### config.mk
export PLATFORM = sky130hd
export DESIGN_NAME = ordered_unique_value_list_flat
export DESIGN_NICKNAME = d
export VERILOG_FILES = /design/src/rtl/ouvl_pkg.sv /design/src/rtl/ouvl_if.sv /design/src/rtl/ouvl_cell.sv /design/src/rtl/ordered_unique_value_list.sv /design/src/flat_wrapper.sv
export SDC_FILE = /design/constraint.sdc
export NUM_CORES = 1
export LEC_CHECK = 0
export BUFFER_PORTS_ARGS = -buffer_cell sky130_fd_sc_hd__buf_2
export CAP_MARGIN = 20
export CORE_ASPECT_RATIO = 1.75
export CORE_MARGIN = 2
export CORE_UTILIZATION = 63
export DETAILED_ROUTE_END_ITERATION = 16
export PLACE_DENSITY = 0.8
export SYNTH_ARGS = -nofsm -noshare
export SYNTH_HDL_FRONTEND = slang
export SYNTH_HIERARCHICAL = 1
export SYNTH_SLANG_ARGS = --single-unit
### constraint.sdc
create_clock -name clock -period 11.6 [get_ports clock]
set_input_delay 0.58 -clock clock [delete_from_list [all_inputs] [get_ports clock]]
set_output_delay 0.58 -clock clock [all_outputs]
set_load 0.02 [all_outputs]
### src/rtl/ouvl_pkg.sv
`timescale 1ns / 1ps
`default_nettype none
// Shared types and codes for the ordered unique value list.
// No dependencies; every other file imports this package.

package ouvl_pkg;

   // Fixed field widths of the request and response transfers
   localparam int OP_W     = 2;
   localparam int VALUE_W  = 32;
   localparam int STATUS_W = 3;
   localparam int POS_W    = 5;

   // Operation codes
   localparam logic [OP_W-1:0] OP_INSERT = 2'd0;
   localparam logic [OP_W-1:0] OP_REMOVE = 2'd1;
   localparam logic [OP_W-1:0] OP_SEARCH = 2'd2;

   // Response status codes
   localparam logic [STATUS_W-1:0] STAT_INSERTED  = 3'd0;
   localparam logic [STATUS_W-1:0] STAT_DUPLICATE = 3'd1;
   localparam logic [STATUS_W-1:0] STAT_REMOVED   = 3'd2;
   localparam logic [STATUS_W-1:0] STAT_NOT_FOUND = 3'd3;
   localparam logic [STATUS_W-1:0] STAT_FOUND     = 3'd4;
   localparam logic [STATUS_W-1:0] STAT_EMPTY     = 3'd5;
   localparam logic [STATUS_W-1:0] STAT_FULL      = 3'd6;

   // Control of the probe that walks down the cell row
   typedef struct packed {
      logic active;
      logic hit;
   } probe_ctl_type;

   // Update command broadcast to every cell
   typedef struct packed {
      logic load;    // write the value into the target cell
      logic shift;   // cells at or past the target take their right neighbor
   } cell_cmd_type;

   // Controller states
   typedef enum logic [1:0] {
      ST_IDLE,
      ST_SCAN,
      ST_DONE
   } ctrl_state_type;

endpackage

`default_nettype wire

### src/rtl/ouvl_if.sv
`timescale 1ns / 1ps
`default_nettype none
// Valid/ready channel interfaces for requests and responses.
// Depends on ouvl_pkg for the field widths.

interface ouvl_req_if import ouvl_pkg::*; ();
   logic                valid;
   logic                ready;
   logic [OP_W-1:0]     op;
   logic signed [VALUE_W-1:0] value;

   modport source (output valid, output op, output value, input ready);
   modport sink   (input valid, input op, input value, output ready);
endinterface

interface ouvl_rsp_if import ouvl_pkg::*; ();
   logic                valid;
   logic                ready;
   logic [STATUS_W-1:0] status;
   logic [POS_W-1:0]    position;

   modport source (output valid, output status, output position, input ready);
   modport sink   (input valid, input status, input position, output ready);
endinterface

`default_nettype wire

### src/rtl/ouvl_cell.sv
`timescale 1ns / 1ps
`default_nettype none
// One storage cell of the list: holds one entry and one stage of the probe.
// Depends on ouvl_pkg for the probe and command types.

module ouvl_cell import ouvl_pkg::*; #(
   parameter int DEPTH = 16,
   parameter int IDX   = 0
) (
   input  wire logic                              clock,
   input  wire logic                              reset,
   input  wire logic [$clog2(DEPTH+1)-1:0]        count,
   input  wire cell_cmd_type                      cmd,
   input  wire logic [((DEPTH > 1) ? $clog2(DEPTH) : 1)-1:0] cmd_target,
   input  wire logic [VALUE_W-1:0]                cmd_value,
   input  wire logic [VALUE_W-1:0]                right_entry,
   output logic      [VALUE_W-1:0]                entry,
   input  wire probe_ctl_type                     probe_ctl_in,
   input  wire logic [VALUE_W-1:0]                probe_key_in,
   input  wire logic [((DEPTH > 1) ? $clog2(DEPTH) : 1)-1:0] probe_idx_in,
   output probe_ctl_type                          probe_ctl_out,
   output logic      [VALUE_W-1:0]                probe_key_out,
   output logic      [((DEPTH > 1) ? $clog2(DEPTH) : 1)-1:0] probe_idx_out
);

   localparam int CNT_W = $clog2(DEPTH+1);
   localparam int IDX_W = (DEPTH > 1) ? $clog2(DEPTH) : 1;
   localparam logic [CNT_W-1:0] MY_CNT = CNT_W'(IDX);
   localparam logic [IDX_W-1:0] MY_IDX = IDX_W'(IDX);

   logic [VALUE_W-1:0] entry_ff, entry_in;
   probe_ctl_type      ctl_ff, ctl_in;
   logic [VALUE_W-1:0] key_ff;
   logic [IDX_W-1:0]   idx_ff, idx_in;
   logic               occupied;

   assign occupied = (MY_CNT < count);

   // Load on insert, take the right neighbor on remove, otherwise hold
   always_comb begin
      entry_in = entry_ff;
      if (cmd.load && (cmd_target == MY_IDX)) begin
         entry_in = cmd_value;
      end else if (cmd.shift && (MY_IDX >= cmd_target)) begin
         entry_in = right_entry;
      end
   end

   // Compare the passing probe; keep the first hit
   always_comb begin
      ctl_in = probe_ctl_in;
      idx_in = probe_idx_in;
      if (probe_ctl_in.active && !probe_ctl_in.hit && occupied &&
          (entry_ff == probe_key_in)) begin
         ctl_in.hit = 1'b1;
         idx_in     = MY_IDX;
      end
   end

   always_ff @(posedge clock) begin
      entry_ff <= entry_in;
      key_ff   <= probe_key_in;
      idx_ff   <= idx_in;
   end

   always_ff @(posedge clock) begin
      if (reset) begin
         ctl_ff <= '0;
      end else begin
         ctl_ff <= ctl_in;
      end
   end

   assign entry         = entry_ff;
   assign probe_ctl_out = ctl_ff;
   assign probe_key_out = key_ff;
   assign probe_idx_out = idx_ff;

endmodule

`default_nettype wire

### src/rtl/ordered_unique_value_list.sv
`timescale 1ns / 1ps
`default_nettype none
// Top level of the ordered unique value list: controller and the cell row.
// Depends on ouvl_pkg, ouvl_if and ouvl_cell.
//
//   channel   direction  fields              transfer when
//   req_bus   in         op, value           valid && ready
//   rsp_bus   out        status, position    valid && ready
//
// Each request sends a probe down the row of DEPTH cells, one cell a cycle;
// the probe's walk sets the latency of each request.
// Inserts and removals are applied to all cells in the same cycle once the probe
// leaves the row. Synchronous reset empties the list at once.
// A new request is taken while an earlier response still waits; a stalled
// response holds the controller before it loads the next one.

module ordered_unique_value_list import ouvl_pkg::*; #(
   parameter int DEPTH = 16
) (
   input  wire logic  clock,
   input  wire logic  reset,
   ouvl_req_if.sink   req_bus,
   ouvl_rsp_if.source rsp_bus
);

   localparam int CNT_W = $clog2(DEPTH+1);
   localparam int IDX_W = (DEPTH > 1) ? $clog2(DEPTH) : 1;
   localparam logic [CNT_W-1:0] FULL_CNT = CNT_W'(DEPTH);

   ctrl_state_type       state_ff, state_in;
   logic [CNT_W-1:0]     count_ff, count_in;
   logic [OP_W-1:0]      op_ff;
   logic [VALUE_W-1:0]   key_ff;
   logic                 launch_ff, launch_in;
   logic [STATUS_W-1:0]  res_status_ff, res_status_in;
   logic [POS_W-1:0]     res_pos_ff, res_pos_in;
   logic                 rsp_valid_ff, rsp_valid_in;
   logic [STATUS_W-1:0]  rsp_status_ff;
   logic [POS_W-1:0]     rsp_pos_ff;
   logic                 rsp_load;
   logic                 req_xfer;

   cell_cmd_type         cmd;
   logic [IDX_W-1:0]     cmd_target;
   logic [IDX_W:0]       found_pos;

   probe_ctl_type        probe_ctl [DEPTH+1];
   logic [VALUE_W-1:0]   probe_key [DEPTH+1];
   logic [IDX_W-1:0]     probe_idx [DEPTH+1];
   logic [VALUE_W-1:0]   entry_w   [DEPTH+1];

   assign req_bus.ready = (state_ff == ST_IDLE);
   assign req_xfer      = req_bus.valid && req_bus.ready;

   // Inject the probe at the head of the row
   assign probe_ctl[0].active = launch_ff;
   assign probe_ctl[0].hit    = 1'b0;
   assign probe_key[0]        = key_ff;
   assign probe_idx[0]        = '0;
   assign entry_w[DEPTH]      = '0;

   for (genvar i = 0; i < DEPTH; i++) begin : g_cell
      ouvl_cell #(
         .DEPTH (DEPTH),
         .IDX   (i)
      ) u_cell (
         .clock         (clock),
         .reset         (reset),
         .count         (count_ff),
         .cmd           (cmd),
         .cmd_target    (cmd_target),
         .cmd_value     (key_ff),
         .right_entry   (entry_w[i+1]),
         .entry         (entry_w[i]),
         .probe_ctl_in  (probe_ctl[i]),
         .probe_key_in  (probe_key[i]),
         .probe_idx_in  (probe_idx[i]),
         .probe_ctl_out (probe_ctl[i+1]),
         .probe_key_out (probe_key[i+1]),
         .probe_idx_out (probe_idx[i+1])
      );
   end

   assign found_pos = {1'b0, probe_idx[DEPTH]} + 1'b1;

   // Sequence each request and decide its outcome when the probe drains
   always_comb begin
      state_in      = state_ff;
      count_in      = count_ff;
      launch_in     = 1'b0;
      res_status_in = res_status_ff;
      res_pos_in    = res_pos_ff;
      cmd           = '0;
      cmd_target    = probe_idx[DEPTH];
      rsp_load      = 1'b0;
      unique case (state_ff)
         ST_IDLE: begin
            if (req_xfer) begin
               launch_in = 1'b1;
               state_in  = ST_SCAN;
            end
         end
         ST_SCAN: begin
            if (probe_ctl[DEPTH].active) begin
               state_in      = ST_DONE;
               res_status_in = STAT_NOT_FOUND;
               res_pos_in    = '0;
               unique case (op_ff)
                  OP_INSERT: begin
                     if (count_ff == FULL_CNT) begin
                        res_status_in = STAT_FULL;
                     end else if (probe_ctl[DEPTH].hit) begin
                        res_status_in = STAT_DUPLICATE;
                     end else begin
                        res_status_in = STAT_INSERTED;
                        cmd.load      = 1'b1;
                        cmd_target    = IDX_W'(count_ff);
                        count_in      = count_ff + 1'b1;
                     end
                  end
                  OP_REMOVE: begin
                     if (count_ff == '0) begin
                        res_status_in = STAT_EMPTY;
                     end else if (probe_ctl[DEPTH].hit) begin
                        res_status_in = STAT_REMOVED;
                        cmd.shift     = 1'b1;
                        count_in      = count_ff - 1'b1;
                     end
                  end
                  OP_SEARCH: begin
                     if (probe_ctl[DEPTH].hit) begin
                        res_status_in = STAT_FOUND;
                        res_pos_in    = POS_W'(found_pos);
                     end
                  end
                  default: begin
                     res_status_in = STAT_NOT_FOUND;
                  end
               endcase
            end
         end
         ST_DONE: begin
            if (!rsp_valid_ff || rsp_bus.ready) begin
               rsp_load = 1'b1;
               state_in = ST_IDLE;
            end
         end
         default: begin
            state_in = ST_IDLE;
         end
      endcase
   end

   // Hold the response until the sink takes it
   always_comb begin
      rsp_valid_in = rsp_valid_ff;
      if (rsp_load) begin
         rsp_valid_in = 1'b1;
      end else if (rsp_bus.ready) begin
         rsp_valid_in = 1'b0;
      end
   end

   always_ff @(posedge clock) begin
      if (reset) begin
         state_ff     <= ST_IDLE;
         count_ff     <= '0;
         launch_ff    <= 1'b0;
         rsp_valid_ff <= 1'b0;
      end else begin
         state_ff     <= state_in;
         count_ff     <= count_in;
         launch_ff    <= launch_in;
         rsp_valid_ff <= rsp_valid_in;
      end
   end

   // Capture request and result payloads
   always_ff @(posedge clock) begin
      if (req_xfer) begin
         op_ff  <= req_bus.op;
         key_ff <= req_bus.value;
      end
      res_status_ff <= res_status_in;
      res_pos_ff    <= res_pos_in;
      if (rsp_load) begin
         rsp_status_ff <= res_status_ff;
         rsp_pos_ff    <= res_pos_ff;
      end
   end

   assign rsp_bus.valid    = rsp_valid_ff;
   assign rsp_bus.status   = rsp_status_ff;
   assign rsp_bus.position = rsp_pos_ff;

endmodule

`default_nettype wire

### src/flat_wrapper.sv
// flat-port wrapper written by rule: the top's interface ports become plain ports
module ordered_unique_value_list_flat import ouvl_pkg::*;
#(
   parameter int DEPTH = 16
)
  (clock, reset, req_bus_valid, req_bus_op, req_bus_value, req_bus_ready, rsp_bus_valid, rsp_bus_status, rsp_bus_position, rsp_bus_ready);
  ouvl_req_if req_bus_i ();
  ouvl_rsp_if rsp_bus_i ();
  input  wire logic clock;
  input  wire logic reset;
  input wire logic [$bits(req_bus_i.valid)-1:0] req_bus_valid;
  input wire logic [$bits(req_bus_i.op)-1:0] req_bus_op;
  input wire logic [$bits(req_bus_i.value)-1:0] req_bus_value;
  output wire logic [$bits(req_bus_i.ready)-1:0] req_bus_ready;
  output wire logic [$bits(rsp_bus_i.valid)-1:0] rsp_bus_valid;
  output wire logic [$bits(rsp_bus_i.status)-1:0] rsp_bus_status;
  output wire logic [$bits(rsp_bus_i.position)-1:0] rsp_bus_position;
  input wire logic [$bits(rsp_bus_i.ready)-1:0] rsp_bus_ready;
  assign req_bus_i.valid = req_bus_valid;
  assign req_bus_i.op = req_bus_op;
  assign req_bus_i.value = req_bus_value;
  assign req_bus_ready = req_bus_i.ready;
  assign rsp_bus_valid = rsp_bus_i.valid;
  assign rsp_bus_status = rsp_bus_i.status;
  assign rsp_bus_position = rsp_bus_i.position;
  assign rsp_bus_i.ready = rsp_bus_ready;
  ordered_unique_value_list #(.DEPTH(DEPTH)) u_core (.clock(clock), .reset(reset), .req_bus(req_bus_i), .rsp_bus(rsp_bus_i));
endmodule
==> reports/results.ini, run 1 <==
[global_routing]
grt.total_usage_pct = 36.71
grt-ovfl-total = 0
grt_pass1_vias = 25670
grt_pass1_wl_um = 180800
grt_max_degree = 52
antenna_found_initial = 11

[floorplanning]
core-area_um2 = 67470
die_y_um = 349.8
rows = 126
start_util_pct = 63.80
top_level_ports = 48
fp.dieW_um = 201.6
die-area_um2 = 70520

[clocking]
cts_made_buffers = 94
cts_root_buffer = clkbuf_16
path_clk_slew_ns = 0.07
cts_sinks = 1147
postCtsSetupBuffers = 0
cts_tree = yes
ctsHoldBuffers = 0
cts_max_level = 3
ctsResizeCount = 0
worstSkewPairLatency_ns = 0.66
cts_buffer_depth = 3

[worst_setup_path]
worstPathCellList = or4_4 -> o211ai_2 -> inv_2 -> nand2_1 -> nand2_1 -> and4bb_2 -> nand2_2 -> nand2_1 -> buf_4
worstSetupStartpointType = register
cp.required_ns = 11.94
endpoint_kind = register
crit_fanout = 33
cp_slowest_stage_delay_ns = 0.68
cp_slowest_cell = nand2_2
worst-setup-path-type = register to register
critPathMostFrequentCell = nand2_1
crit_arrival_ns = 5.10

[sta]
min_period_over_period_pct = 41.06
rsz0062_at_grt = false
relSlewSlack_pct = 29.06
max_slew.worst_pin.slew_ns = 1.062
period_needed_ns = 4.762
fin_skew_ns = 0.01936
finalMaxSlewViolations = 0
setup_violations = 0
setup_tns_ns = 0
timing.fmax_ghz = 0.2100
finalHoldWorstSlack_ns = 0.08913
finalHoldViolations = 0

[drt]
antenna_left = 0
drtPass1Iterations = 10
detail_route.wl_per_cell_um = 32.63
drtIter0Drc = 2243
num_vias = 24880
drc = 0
vias_per_cell = 6.322
drt_wl_total_um = 128400

[yosys]
ys_warn_count = 6
syn_inst = 2763
synth_area_um2 = 43050
avgSynthCellArea_um2 = 15.58

[layout]
nets = 2994
final_core_util_pct = 71.37
fin_area_um2 = 48160
fin_cells = 3936
syn_to_final_growth_pct = 11.87
layout-drive-gt1-share_pct = 27.00
fillCellCount = 4384

[placement]
dp_cells = 3746
dp_hpwl_um = 88590
dpl_cell_area_um2 = 44760
port_buffers = 47
gp_congestion = 0.9920

[power]
power.density_nw_per_um2 = 167.0
vdd_ir_drop_max_mv = 0.1301
power.leakage_nw = 17.60

[run_status]
status = completed

[min_path]
min-delay-path-class = input pin to register

[run]
maxCapViolations = 0

where the power goes:
part           internal, W  leakage, nW  total [W]  switching [W]
clock network      0.00191         1.62    0.00338        0.00147
logic            0.0000786         5.98   0.000231       0.000152
registers          0.00432         10.0    0.00443       0.000111
total              0.00631         17.6    0.00804        0.00174
area by class of cell:
type | count | area, um^2 | area share, %
Clock inverter | 49 | 559.3 | 1.161
Multi-Input combinational cell | 1559 | 14200 | 29.49
Timing Repair Buffer | 107 | 778.2 | 1.616
Inverter | 42 | 157.7 | 0.3273
Tap cell | 896 | 1121 | 2.328
Clock buffer | 126 | 2728 | 5.664
Sequential cell | 1147 | 28590 | 59.36
Antenna cell | 10 | 25.02 | 0.05196
final timing paths:
path                                                                   to  depth (start not counted)                                      start  slack (ns)
worst min register to register  u_core/g_cell[5].u_cell/probe_key_out[26]                          0  u_core/g_cell[4].u_cell/probe_key_out[26]        0.36
worst min-delay path                                    u_core/key_ff[18]                          1                          req_bus_value[18]        0.09
worst max register to register          u_core/g_cell[5].u_cell/entry[16]                          9                         u_core/count_ff[2]        6.84
worst max-delay path                    u_core/g_cell[5].u_cell/entry[16]                          9                         u_core/count_ff[2]        6.84
routing by layer:
metal	vias to the layer above	track usage (%)	part of all wire, %
met5	-	0	0.065
li1	10420	-	-
met2	1453	64.05	51
met1	12420	36.44	32
met4	12	34.96	11
met3	581	6.985	6.6
placed cells by master, fill, tap and decap left out, drive strengths merged, types with 8 or more instances in the layout:
| cell type | instances |
|---|---|
| xor2 | 382 |
| o31ai | 20 |
| or2 | 8 |
| nor4 | 113 |
| and2 | 13 |
| nand4 | 52 |
| edfxtp | 562 |
| nand2b | 15 |
| inv | 46 |
| buf | 107 |
| a21oi | 21 |
| mux2 | 513 |
| nor2b | 29 |
| xnor2 | 129 |
| nor3 | 22 |
| clkbuf | 126 |
| dfxtp | 585 |
| nand3 | 26 |
| nor2 | 28 |
| clkinv | 29 |
| nand2 | 45 |
| bufinv | 11 |
| conb | 37 |
| o31a | 11 |
| o41ai | 8 |
| diode | 10 |
registers in the layout, indices dropped and copies added (netlist names), 5 cells and up:
register	cells
u_core/g_cell.u_cell/entry	512
u_core/g_cell.u_cell/probe_key_out	480
u_core/g_cell.u_cell/probe_idx_out	64
u_core/g_cell.u_cell/probe_ctl_out	32
u_core/key_ff	32
u_core/count_ff	5
u_core/res_pos_ff	5
u_core/rsp_bus.position	5
metrics by stage:
step	worst slack (ns)	power (W)
floorplan	3.598	0.004581
global placement	6.174	0.004727
detailed placement	5.885	0.004735
CTS	5.888	0.008050
global route	6.496	0.008223
finish	6.838	0.008044
worst max-delay path: cells and delay by family, from the launching register on:
| family | cells | cell delay (ns) |
|---|---|---|
| DFF | 1 | 0.49 |
| AOI/OAI and AO/OA | 1 | 0.45 |
| and+or+nand+nor | 6 | 2.76 |
| buffers and inverters | 2 | 0.69 |
(Power assumes the default switching activity.)
==> inputs of run 2 (changes only) <==
--- a/config.mk
+++ b/config.mk
@@ -9,9 +9,9 @@
 export CAP_MARGIN = 20
 export CORE_ASPECT_RATIO = 1.75
 export CORE_MARGIN = 2
-export CORE_UTILIZATION = 63
+export CORE_UTILIZATION = 57
 export DETAILED_ROUTE_END_ITERATION = 16
-export PLACE_DENSITY = 0.8
+export PLACE_DENSITY = 0.76
 export SYNTH_ARGS = -nofsm -noshare
 export SYNTH_HDL_FRONTEND = slang
 export SYNTH_HIERARCHICAL = 1
==> constraint.sdc (replaced) <==
create_clock -name clock -period 4 [get_ports clock]
set_input_delay 0.2 -clock clock [delete_from_list [all_inputs] [get_ports clock]]
set_output_delay 0.2 -clock clock [all_outputs]
set_load 0.02 [all_outputs]
==> run 2 against run 1 <==
Effect of this change:
- clock power rose to 2.9 times the previous value
- sequential cell count did not move
- highest routed layer unchanged
- largest power group unchanged
- die area rose by 10%
- first-iteration DRC count rose by 3.5%
- sequential share of layout area fell by 0.52 points
- count of clock-buffer cells in the layout fell by 1
==> reports/results.ini, run 2 (synthesized netlist as in run 1, its figures left out) <==
[drt]
drtIter0Drc = 2321  ; +3.5%
antenna_left = 0  ; unchanged
drtPass1Iterations = 7  ; -3
num_vias = 24600  ; -1.1%
detail_route.wl_per_cell_um = 31.79  ; -2.6%
drt_wl_total_um = 128300  ; -0.11%
vias_per_cell = 6.096  ; -3.6%
drc = 0  ; unchanged

[worst_setup_path]
endpoint_kind = register
cp_slowest_cell = or4_4
worstPathCellList = or4_4 -> o211ai_2 -> buf_4 -> nand2_1 -> nand2_2 -> buf_4 -> and3_1 -> and3b_1 -> buf_4 -> mux2_2
worstSetupStartpointType = register
cp_num_buf_inv = 3  ; +1
critPathMostFrequentCell = buf_4
cp.required_ns = 4.44  ; -7.50 ns
cp_slowest_stage_delay_ns = 0.59  ; -0.09 ns
crit_arrival_ns = 4.07  ; -1.03 ns
worst-setup-path-type = register to register
cpLargestDelayFamily = simple AND/OR/NAND/NOR gates
crit_fanout = 32  ; -3.0%

[floorplanning]
die-area_um2 = 77830  ; +10%
core-area_um2 = 74880  ; +11%
start_util_pct = 57.49  ; -6.3 points
top_level_ports = 48  ; unchanged
die_y_um = 367.6  ; +5.1%
fp.dieW_um = 211.7  ; +5.0%
rows = 133  ; +5.6%

[sta]
finalMaxSlewViolations = 0  ; unchanged
period_needed_ns = 3.633  ; -1.130 ns
setup_violations = 0  ; unchanged
rsz0062_at_grt = false
fin_skew_ns = 0.02790  ; +0.008542 ns
max_slew.worst_pin.slew_ns = 1.186  ; +0.1241 ns
relSlewSlack_pct = 20.96  ; -8.1 points
finalHoldViolations = 0  ; unchanged
min_period_over_period_pct = 90.82  ; +50 points
timing.fmax_ghz = 0.2753  ; +31%

[global_routing]
grt_pass1_vias = 25860  ; +0.73%
grt_max_degree = 36  ; -31%
antenna_found_initial = 9  ; -2
grt-ovfl-total = 0  ; unchanged
grt_pass1_wl_um = 180600  ; about the same
grt.total_usage_pct = 33.26  ; -3.4 points

[placement]
port_buffers = 47  ; unchanged
dp_cells = 3817  ; +1.9%
dp_hpwl_um = 87410  ; -1.3%
gp_congestion = 0.9334  ; -5.9%

[layout]
syn_to_final_growth_pct = 12.87
fillCellCount = 5244  ; +20%
largest_reg_flops = 512  ; unchanged
layout_commonest_cell = dfxtp_1
ff_latch_area_um2 = 28590  ; unchanged
layout-drive-gt1-share_pct = 26.81  ; -0.18 points
final_core_util_pct = 64.89  ; -6.5 points
fin_cells = 4036  ; +2.5%
nets = 3048  ; +1.8%
final_cell_mix = dfxtp_1 (585), edfxtp_1 (562), mux2_2 (421), xor2_1 (382), xnor2_1 (129)
multi_input_area_um2 = 14240  ; +0.26%

[clocking]
cts_max_level = 3  ; unchanged
worstSkewPairLatency_ns = 0.70  ; +0.04 ns
cts_made_buffers = 95  ; +1.1%
cts_sinks = 1147  ; unchanged
cts_root_buffer = clkbuf_16
ctsResizeCount = 0  ; unchanged
cts_tree = yes
path_clk_slew_ns = 0.07  ; about the same
cts_buffer_depth = 3  ; unchanged

[run_status]
status = completed

[power]
power.density_nw_per_um2 = 479.9  ; +190%
vdd_ir_drop_max_mv = 0.3188  ; +140%
power.leakage_nw = 17.77  ; +0.92%

[min_path]
min-delay-path-class = input pin to register

[run]
maxCapViolations = 0  ; unchanged

==> run 2: changes by cell type in the layout (fill, tap and decap cells not counted), sizes merged <==
| cell | before | now |
|---|---|---|
| diode | 10 | 3 |
| bufinv | 11 | 12 |
| clkbuf | 126 | 125 |
| buf | 107 | 124 |
| clkinv | 29 | 34 |
| dlygate4sd3 | 0 | 36 |
==> run 2: per-stage QoR <==
stage                     area [um^2]  power [W]  hold slack (ns)  setup TNS, ns  worst slack, ns
after global routing            48580    0.02382           0.1188              0           0.1626
after CTS                       48580    0.02333          0.08320              0           0.3644
after detailed placement        44980    0.01374           0.3435              0           0.3812
final                           48590    0.02332           0.1264              0           0.3673
after global placement          44980    0.01372           0.3412              0           0.4211
after floorplan                 43280    0.01329           0.2691         -13.44          -0.2803
==> run 2: area by class of cell <==
cell class | count | share of cell area, %
Antenna cell | 3 | 0.01545
Tap cell | 945 | 2.433
Clock buffer | 125 | 5.312
Inverter | 42 | 0.3245
Multi-Input combinational cell | 1559 | 29.31
Timing Repair Buffer | 160 | 2.415
Sequential cell | 1147 | 58.84
Clock inverter | 55 | 1.354
==> run 2: power breakdown <==
| group | internal [W] | switching, W | total [W] |
|---|---|---|---|
| logic | 0.000253 | 0.000465 | 0.000718 |
| clock network | 0.00538 | 0.00439 | 0.00977 |
| registers | 0.0125 | 0.000299 | 0.0128 |
==> run 2: repair_timing <==
| action | in CTS | in global routing |
|---|---|---|
| hold buffers | 36 | 0 |
| hold endpoints to repair | 37 | 0 |
| buffers inserted | 0 | 0 |
==> run 2: worst reg2reg max path: cells and delay by family (launching register included) <==
kind | cells | cell delay, ns
AND/OR/NAND/NOR | 5 | 1.38
buffers and inverters | 3 | 0.92
multiplexers | 1 | 0.42
AO/OA/AOI/OAI | 1 | 0.35
flip-flops | 1 | 0.31
==> run 2: final timing paths <==
check / startpoint / end / slack, ns / depth (start not counted)
worst max-delay path: u_core/count_ff[2] / u_core/g_cell[14].u_cell/entry[21] / 0.37 / 10
worst min-delay path: reset / u_core/launch_ff / 0.13 / 2
worst max register to register: u_core/count_ff[2] / u_core/g_cell[14].u_cell/entry[21] / 0.37 / 10
worst min register to register: u_core/g_cell[8].u_cell/probe_key_out[27] / u_core/g_cell[9].u_cell/probe_key_out[27] / 0.35 / 0
==> run 2: per-layer routing <==
| metal | share of wire (%) | vias to the layer above | track usage (%) |
|---|---|---|---|
| li1 | - | 10530 | - |
| met1 | 32 | 12270 | 32.80 |
| met2 | 52 | 1251 | 59.42 |
| met3 | 5.7 | 545 | 5.669 |
| met4 | 11 | 10 | 29.12 |
| met5 | 0.060 | - | 0 |
